$ cat config.mk
export PLATFORM = sky130hd
export DESIGN_NAME = mlfr_ctrl
export DESIGN_NICKNAME = d
export VERILOG_FILES = /design/src/rtl/core/mlfr_pkg.sv /design/src/rtl/core/mlfr_ctrl.sv
export SDC_FILE = /design/constraint.sdc
export NUM_CORES = 1
export LEC_CHECK = 0
export ABC_AREA = 1
export BUFFER_PORTS_ARGS = -buffer_cell sky130_fd_sc_hd__buf_2
export CAP_MARGIN = 0
export CELL_PAD_IN_SITES_DETAIL_PLACEMENT = 2
export CELL_PAD_IN_SITES_GLOBAL_PLACEMENT = 2
export CORE_ASPECT_RATIO = 1.2
export CORE_MARGIN = 1.5
export CORE_UTILIZATION = 21
export CTS_CLUSTER_DIAMETER = 40
export DETAILED_ROUTE_END_ITERATION = 16
export GPL_TIMING_DRIVEN = 1
export PLACE_DENSITY_LB_ADDON = 0.1
export SLEW_MARGIN = 0
export SYNTH_ARGS = -nofsm -noshare
export SYNTH_HDL_FRONTEND = slang
export SYNTH_SLANG_ARGS = --single-unit
$ cat constraint.sdc
create_clock -name i_clk -period 1.1 [get_ports i_clk]
set_input_delay 0.055 -clock i_clk [delete_from_list [all_inputs] [get_ports i_clk]]
set_output_delay 0.055 -clock i_clk [all_outputs]
set_load 0.01 [all_outputs]
$ cat src/rtl/core/mlfr_pkg.sv
// Shared constants, codes and control types for the minmod face reconstruction block.
`default_nettype none
package mlfr_pkg;

    localparam int DW       = 32;            // data word width
    localparam int FB       = 16;            // fraction bits
    localparam int DIFF_W   = DW + 1;        // value difference
    localparam int DEN_W    = DW + 2;        // slope denominator width (central one grows most)
    localparam int UN_W     = DIFF_W + 1;    // 2 * |difference|
    localparam int DVD_W    = UN_W + FB;     // divider dividend
    localparam int CNT_W    = 6;             // divider step counter
    localparam int PROD_W   = DW + DIFF_W;   // slope magnitude * |cell width|
    localparam int OFF_W    = PROD_W - FB - 1;
    localparam int SUM_W    = OFF_W + 2;

    localparam logic signed [DW-1:0] DW_MAX = {1'b0, {(DW-1){1'b1}}};
    localparam logic signed [DW-1:0] DW_MIN = {1'b1, {(DW-1){1'b0}}};

    // quantity codes
    localparam logic [1:0] QTY_DENS = 2'd0;
    localparam logic [1:0] QTY_PRES = 2'd1;
    localparam logic [1:0] QTY_VELO = 2'd2;

    // slope codes
    localparam logic [1:0] SLP_LEFT  = 2'd0;
    localparam logic [1:0] SLP_RIGHT = 2'd1;
    localparam logic [1:0] SLP_CENT  = 2'd2;

    typedef enum logic [3:0] {
        ST_IDLE,
        ST_CHECK,
        ST_PREP,
        ST_DSTART,
        ST_DWAIT,
        ST_MINMOD,
        ST_MUL,
        ST_FACE,
        ST_OUT,
        ST_SHIFT
    } t_state;

    typedef struct packed {
        logic       load;
        logic       prep;
        logic       div_start;
        logic       save;
        logic       minmod;
        logic       mul;
        logic       face;
        logic       out_load;
        logic       shift;
        logic [1:0] qty;
        logic [1:0] slp;
    } t_cmd;

    typedef struct packed {
        logic full;
        logic div_busy;
        logic out_free;
    } t_sts;

endpackage
`default_nettype wire

$ cat src/rtl/core/mlfr_ctrl.sv
// Sequencer: with a full window, walks three quantities by three slopes, then hands the word out; else only shifts.
`default_nettype none
module mlfr_ctrl (
    input  wire logic             i_clk,
    input  wire logic             i_rst_n,
    input  wire logic             i_s_tvalid,
    output logic                  o_s_tready,
    input  wire mlfr_pkg::t_sts   i_sts,
    output mlfr_pkg::t_cmd        o_cmd
);

    mlfr_pkg::t_state r_state, n_state;
    logic [1:0]       r_qty, n_qty;
    logic [1:0]       r_slp, n_slp;

    always_ff @(posedge i_clk) begin
        if (!i_rst_n) begin
            r_state <= mlfr_pkg::ST_IDLE;
            r_qty   <= mlfr_pkg::QTY_DENS;
            r_slp   <= mlfr_pkg::SLP_LEFT;
        end else begin
            r_state <= n_state;
            r_qty   <= n_qty;
            r_slp   <= n_slp;
        end
    end

    always_comb begin
        n_state    = r_state;
        n_qty      = r_qty;
        n_slp      = r_slp;
        o_cmd      = '0;
        o_cmd.qty  = r_qty;
        o_cmd.slp  = r_slp;
        o_s_tready = 1'b0;
        case (r_state)
            mlfr_pkg::ST_IDLE: begin
                o_s_tready = 1'b1;
                if (i_s_tvalid) begin
                    o_cmd.load = 1'b1;
                    n_state    = mlfr_pkg::ST_CHECK;
                end
            end
            mlfr_pkg::ST_CHECK: begin
                n_qty = mlfr_pkg::QTY_DENS;
                n_slp = mlfr_pkg::SLP_LEFT;
                n_state = i_sts.full ? mlfr_pkg::ST_PREP : mlfr_pkg::ST_SHIFT;
            end
            mlfr_pkg::ST_PREP: begin
                o_cmd.prep = 1'b1;
                n_state    = mlfr_pkg::ST_DSTART;
            end
            mlfr_pkg::ST_DSTART: begin
                o_cmd.div_start = 1'b1;
                n_state         = mlfr_pkg::ST_DWAIT;
            end
            mlfr_pkg::ST_DWAIT: begin
                if (!i_sts.div_busy) begin
                    o_cmd.save = 1'b1;
                    if (r_slp == mlfr_pkg::SLP_CENT) begin
                        n_slp   = mlfr_pkg::SLP_LEFT;
                        n_state = mlfr_pkg::ST_MINMOD;
                    end else begin
                        n_slp   = r_slp + 2'd1;
                        n_state = mlfr_pkg::ST_PREP;
                    end
                end
            end
            mlfr_pkg::ST_MINMOD: begin
                o_cmd.minmod = 1'b1;
                n_state      = mlfr_pkg::ST_MUL;
            end
            mlfr_pkg::ST_MUL: begin
                o_cmd.mul = 1'b1;
                n_state   = mlfr_pkg::ST_FACE;
            end
            mlfr_pkg::ST_FACE: begin
                o_cmd.face = 1'b1;
                if (r_qty == mlfr_pkg::QTY_VELO) begin
                    n_qty   = mlfr_pkg::QTY_DENS;
                    n_state = mlfr_pkg::ST_OUT;
                end else begin
                    n_qty   = r_qty + 2'd1;
                    n_state = mlfr_pkg::ST_PREP;
                end
            end
            mlfr_pkg::ST_OUT: begin
                if (i_sts.out_free) begin
                    o_cmd.out_load = 1'b1;
                    n_state        = mlfr_pkg::ST_SHIFT;
                end
            end
            mlfr_pkg::ST_SHIFT: begin
                o_cmd.shift = 1'b1;
                n_state     = mlfr_pkg::ST_IDLE;
            end
            default: begin
                n_state = mlfr_pkg::ST_IDLE;
            end
        endcase
    end

endmodule
`default_nettype wire

-- Word-level counts from Yosys, hierarchy flattened
Cells that the tools add are included.
- register bits after elaboration: 8
- input port bits: 6
- word-level logic and storage cells: 49
- add/subtract/negate cells: 2
- eq/ne operators: 14
- muxes and demuxes: 25
- reductions and logical operators: 5
- operators with widths (cell ; number):
    case mux 4 bit (9 select lines) ; 1
    2-to-1 mux 4 bit ; 5
    == test 4 x 3 -> 1 bit, second input constant ; 4
    2-to-1 mux 1 bit ; 13
    == test 4 x 2 -> 1 bit, second input constant ; 2
    == test 4 bit, second input constant ; 2
    case mux 2 bit (2 select lines) ; 2
    2-to-1 mux 2 bit ; 3
    inequality test 2 bit, second input constant ; 3
    adder 2 x 1 -> 2 bit, second input constant ; 2
    == test 2 bit, second input constant ; 2
    == test 4 x 1 -> 1 bit, second input constant ; 1
    logical NOT 4 bit ; 1
    nonzero test 2 bit ; 2
    2-to-1 mux 3 bit ; 1
    AND reduction 3 bit ; 1
    AND reduction 2 bit ; 1

-- Logic depth before layout (Yosys ltp)
- depth after elaboration: 4
- depth in mapped cells: 9
- depth with buffers taken out: 9

-- Worst setup path before layout
Ideal clock, no wire load.
- path kind: register -> register
- start point: register r_state[0]
- end point: register r_slp[1]
- arrival time: 1017 ps
- data required time: 981 ps
- setup slack: -36 ps
- cell stages (with the launch flop): 6
- buffers on the path: 0
- clock period less this slack: 1136 ps
- cell sequence: dfxtp_1 > nor2_2 > nand2_2 > o21ai_4 > nand2_1 > nor3b_2
- word-level cells in the longest chain between the ends: 3
- elaborated cells on any way between the ends: 6
- RTL lines (element ; RTL line ; RTL):
    start, declared ; mlfr_ctrl.sv:12 ; mlfr_pkg::t_state r_state, n_state;
    start signal, assigned ; mlfr_ctrl.sv:18 ; r_state <= mlfr_pkg::ST_IDLE;
    start signal, assigned ; mlfr_ctrl.sv:22 ; r_state <= n_state;
    == test 4 x 3 -> 1 bit / == test 4 x 1 -> 1 bit (equally long branches) ; mlfr_ctrl.sv:36 ; case (r_state)
    inequality test 2 bit (no source line) / nonzero test 2 bit (equally long branches) ; - ;
    AND reduction 2 bit (no source line) ; - ;
    end signal, assigned ; mlfr_ctrl.sv:20 ; r_slp <= mlfr_pkg::SLP_LEFT;
    end signal, assigned ; mlfr_ctrl.sv:24 ; r_slp <= n_slp;
    end, declared ; mlfr_ctrl.sv:14 ; logic [1:0] r_slp, n_slp;
Several ways; a longest one is shown, not always the timed one.
A chain may end at the register's enable or synchronous reset.

==> results.yml <==
outcome:
  outcome: "finished, violations left"
  violations: "negative setup slack"
worst_setup_path:
  path_max_fanout: 4
  worst-endpoint-arrival_ps: 1240
  cp-startpoint: "r_state[0]"
  cp.required_ps: 1040
  worstSetupEndpointType: "output port"
  path_class: "register to output port"
  timing.rr.start: "r_state[2]"
  worstSetupStartpointType: "register"
floorplanning:
  dieHeight_um: 59.9
  core-area_sq_mm: 0.00255
  ios: 20
  die_w_um: 50.4
  die_area_sq_mm: 0.00301
  rows: 20
  start_util_pct: 22.2
synthesis:
  synth_area_leaders: "dfxtp_1 (28%), nand2_1 (16%), inv_1 (11%), nor2_1 (11%), nand3_1 (6.2%)"
  synth_cell_types: 20
  synthFlopType: "dfxtp_1"
  syn_nets: 100
  ys_seq_area_share_pct: 28.3
  synth_edf_count: 0
  syn_area_sq_um: 566
  ys_ff_latch: 8
  synth_cells: 94
  synth_warnings: 0
  synthArstFlopShare_pct: 0
  avgSynthCellArea_sq_um: 6.02
  synth_top_area_share_pct: 28.3
  synth_top_cell_by_area: "dfxtp_1"
global_route:
  grt_antenna_before_repair: 0
  grt_pass1_vias: 774
  grt_max_degree: 6
  track_usage_pct: 16.2
  grt.overflow.total: 0
  grt_pass1_wl_um: 3500
detailed_routing:
  wl_per_cell_um: 14.3
  viasPerCell: 4.52
  antenna_left: 0
  num_vias: 759
  drc: 0
  drt_iter0_drc: 6
  drt_wl_total_um: 2410
  dr.pass1.iters: 4
placed_design:
  portBuffers: 19
  hpwl_um: 1660
  gp_congestion: 0.761
  place_inst: 156
  pre_cts_ws_ps: -218
clock_network:
  cts-root-buf: "clkbuf_4"
  clock-sinks: 8
  clkTransAtPathRegs_ps: 60
  htreeDepth: 1
  tritoncts: "done"
  clockBufferDepth: 2
  clock_latency_ps: 250
  cts_made_buffers: 3
  hold_buffers: 0
pwr:
  clockPowerShare_pct: 18.3
  p_int_w: 0.000770
  worst_ir_drop_vdd_uv: 628
  power_switching_w: 0.000504
  seq_power_share_pct: 29.1
  p_per_area_mw_per_mm2: 1170
  p_leak_nw: 0.536
  comb_power_share_pct: 52.6
  swShare_pct: 39.5
sta:
  finalCriticalPeriod_ps: 1300
  grt_setup_unrepaired: "yes"
  fin_skew_ps: 1.86
  worst_pin_slew_ps: 215
  fin_crit_sh_pct: 118
  hold_viol: 0
  tns_ps: -2340
  clock.fmax_mhz: 770
  drv_slew: 0
  slew_headroom_pct: 85.7
  timing.final.ws_setup_ps: -199
  setup_violations: 18
job:
  drv_cap: 0
final_layout:
  n_antenna_cell: 0
  finalNetCount: 143
  area_growth_pct: 91.8
  layout.cells.non_filler: 168
  drive_gt1_share_pct: 66.7
worst_hold_path:
  hold_path_class: "input port to register"
  hp-start: "i_rst_n"
[worst paths after layout]
kind / endpoint / depth (start not counted) / slack, ps
worst max-delay path: o_cmd[4] / 5 / -200
worst min-delay path: r_state[3] / 3 / 70
worst max register to register: r_slp[1] / 7 / -190
worst min register to register: r_qty[1] / 2 / 540
[critical path, stage by stage, from the launching register on]
cell and delay [ps]:
dfxtp_4 370, buf_4 130, buf_4 110, nand2_2 80
nor3_1 140, buf_2 160
[cells in the mapped netlist (2+ instances only)]
| master | instances |
|---|---|
| nand3_1 | 7 |
| nor2_4 | 2 |
| nor2_1 | 17 |
| nand2_1 | 24 |
| inv_1 | 17 |
| a21oi_1 | 4 |
| nor2_2 | 3 |
| dfxtp_1 | 8 |
[cells by family (layout without fill, tap and decap cells)]
kind of cell	Yosys count	after routing	share of synthesized area (%)
simple gates	59	59	48.9
buf+inv	18	59	11.9
flops	8	8	28.3
compound gates	9	9	10.8
[cell type report]
cell class	instances	area (sq um)
clock buffer	3	22.5
fill	308	1470
inverter	18	70.1
multi-input combinational	68	472
sequential	8	175
tap	33	41.3
timing repair buffer	38	304
[layout by cell type (no fill, tap or decap)]
cell type | Yosys | layout
or2_4 | 0 | 1
nand2_1 | 24 | 11
o21ai_4 | 1 | 1
inv_4 | 0 | 1
nand2_2 | 1 | 8
nor2_4 | 2 | 7
nand2_4 | 0 | 6
a22oi_2 | 0 | 1
nor3_1 | 1 | 1
nor3b_2 | 1 | 1
buf_6 | 0 | 13
dfxtp_4 | 0 | 4
o21ai_2 | 0 | 1
nand3_4 | 0 | 1
nor2_2 | 3 | 7
inv_2 | 1 | 9
inv_1 | 17 | 8
nand4_1 | 1 | 1
nand3_1 | 7 | 7
o21ai_1 | 1 | 1
buf_2 | 0 | 12
clkbuf_4 | 0 | 3
a21oi_1 | 4 | 4
nor2_1 | 17 | 8
dfxtp_1 | 8 | 4
buf_4 | 0 | 13
o31ai_2 | 0 | 1
[flip-flops by register name (all words and copies together), names as in the netlist]
register  cells
r_state       4
r_qty         2
r_slp         2
[per-layer routing]
metal	global-route usage, %	part of all wire (%)
met3	2.50	2.1
met4	7.72	1.5
met1	17.4	38
met5	0	0
met2	30.8	58
[power by group through the flow]
stage	registers [W]	clock network, W	logic, W
2_1_floorplan	0.000372	0	0.000236
3_3_place_gp	0.000370	0	0.000412
3_5_place_dp	0.000373	0	0.000422
4_1_cts	0.000374	0.000254	0.000512
5_1_grt	0.000375	0.000267	0.000727
6_report	0.000371	0.000233	0.000670
[stage by stage]
stage | instance area [sq um] | hold slack (ps) | utilization [%] | power [W]
after detailed placement | 788 | 330 | 30.9 | 0.000795
after global placement | 788 | 313 | 30.9 | 0.000782
after global routing | 1080 | 76.5 | 42.5 | 0.00137
after floorplan | 577 | 153 | - | 0.000608
final | 1080 | 66.7 | 42.5 | 0.00127
after CTS | 968 | 49.8 | 37.9 | 0.00114
[what timing repair did]
| action | in CTS | in global routing |
|---|---|---|
| pin swaps | 9 | 10 |
| endpoints found under the setup margin | 18 | 18 |
| resized for setup | 37 | 29 |
| setup buffers | 6 | 3 |
(Power assumes the default switching activity.)
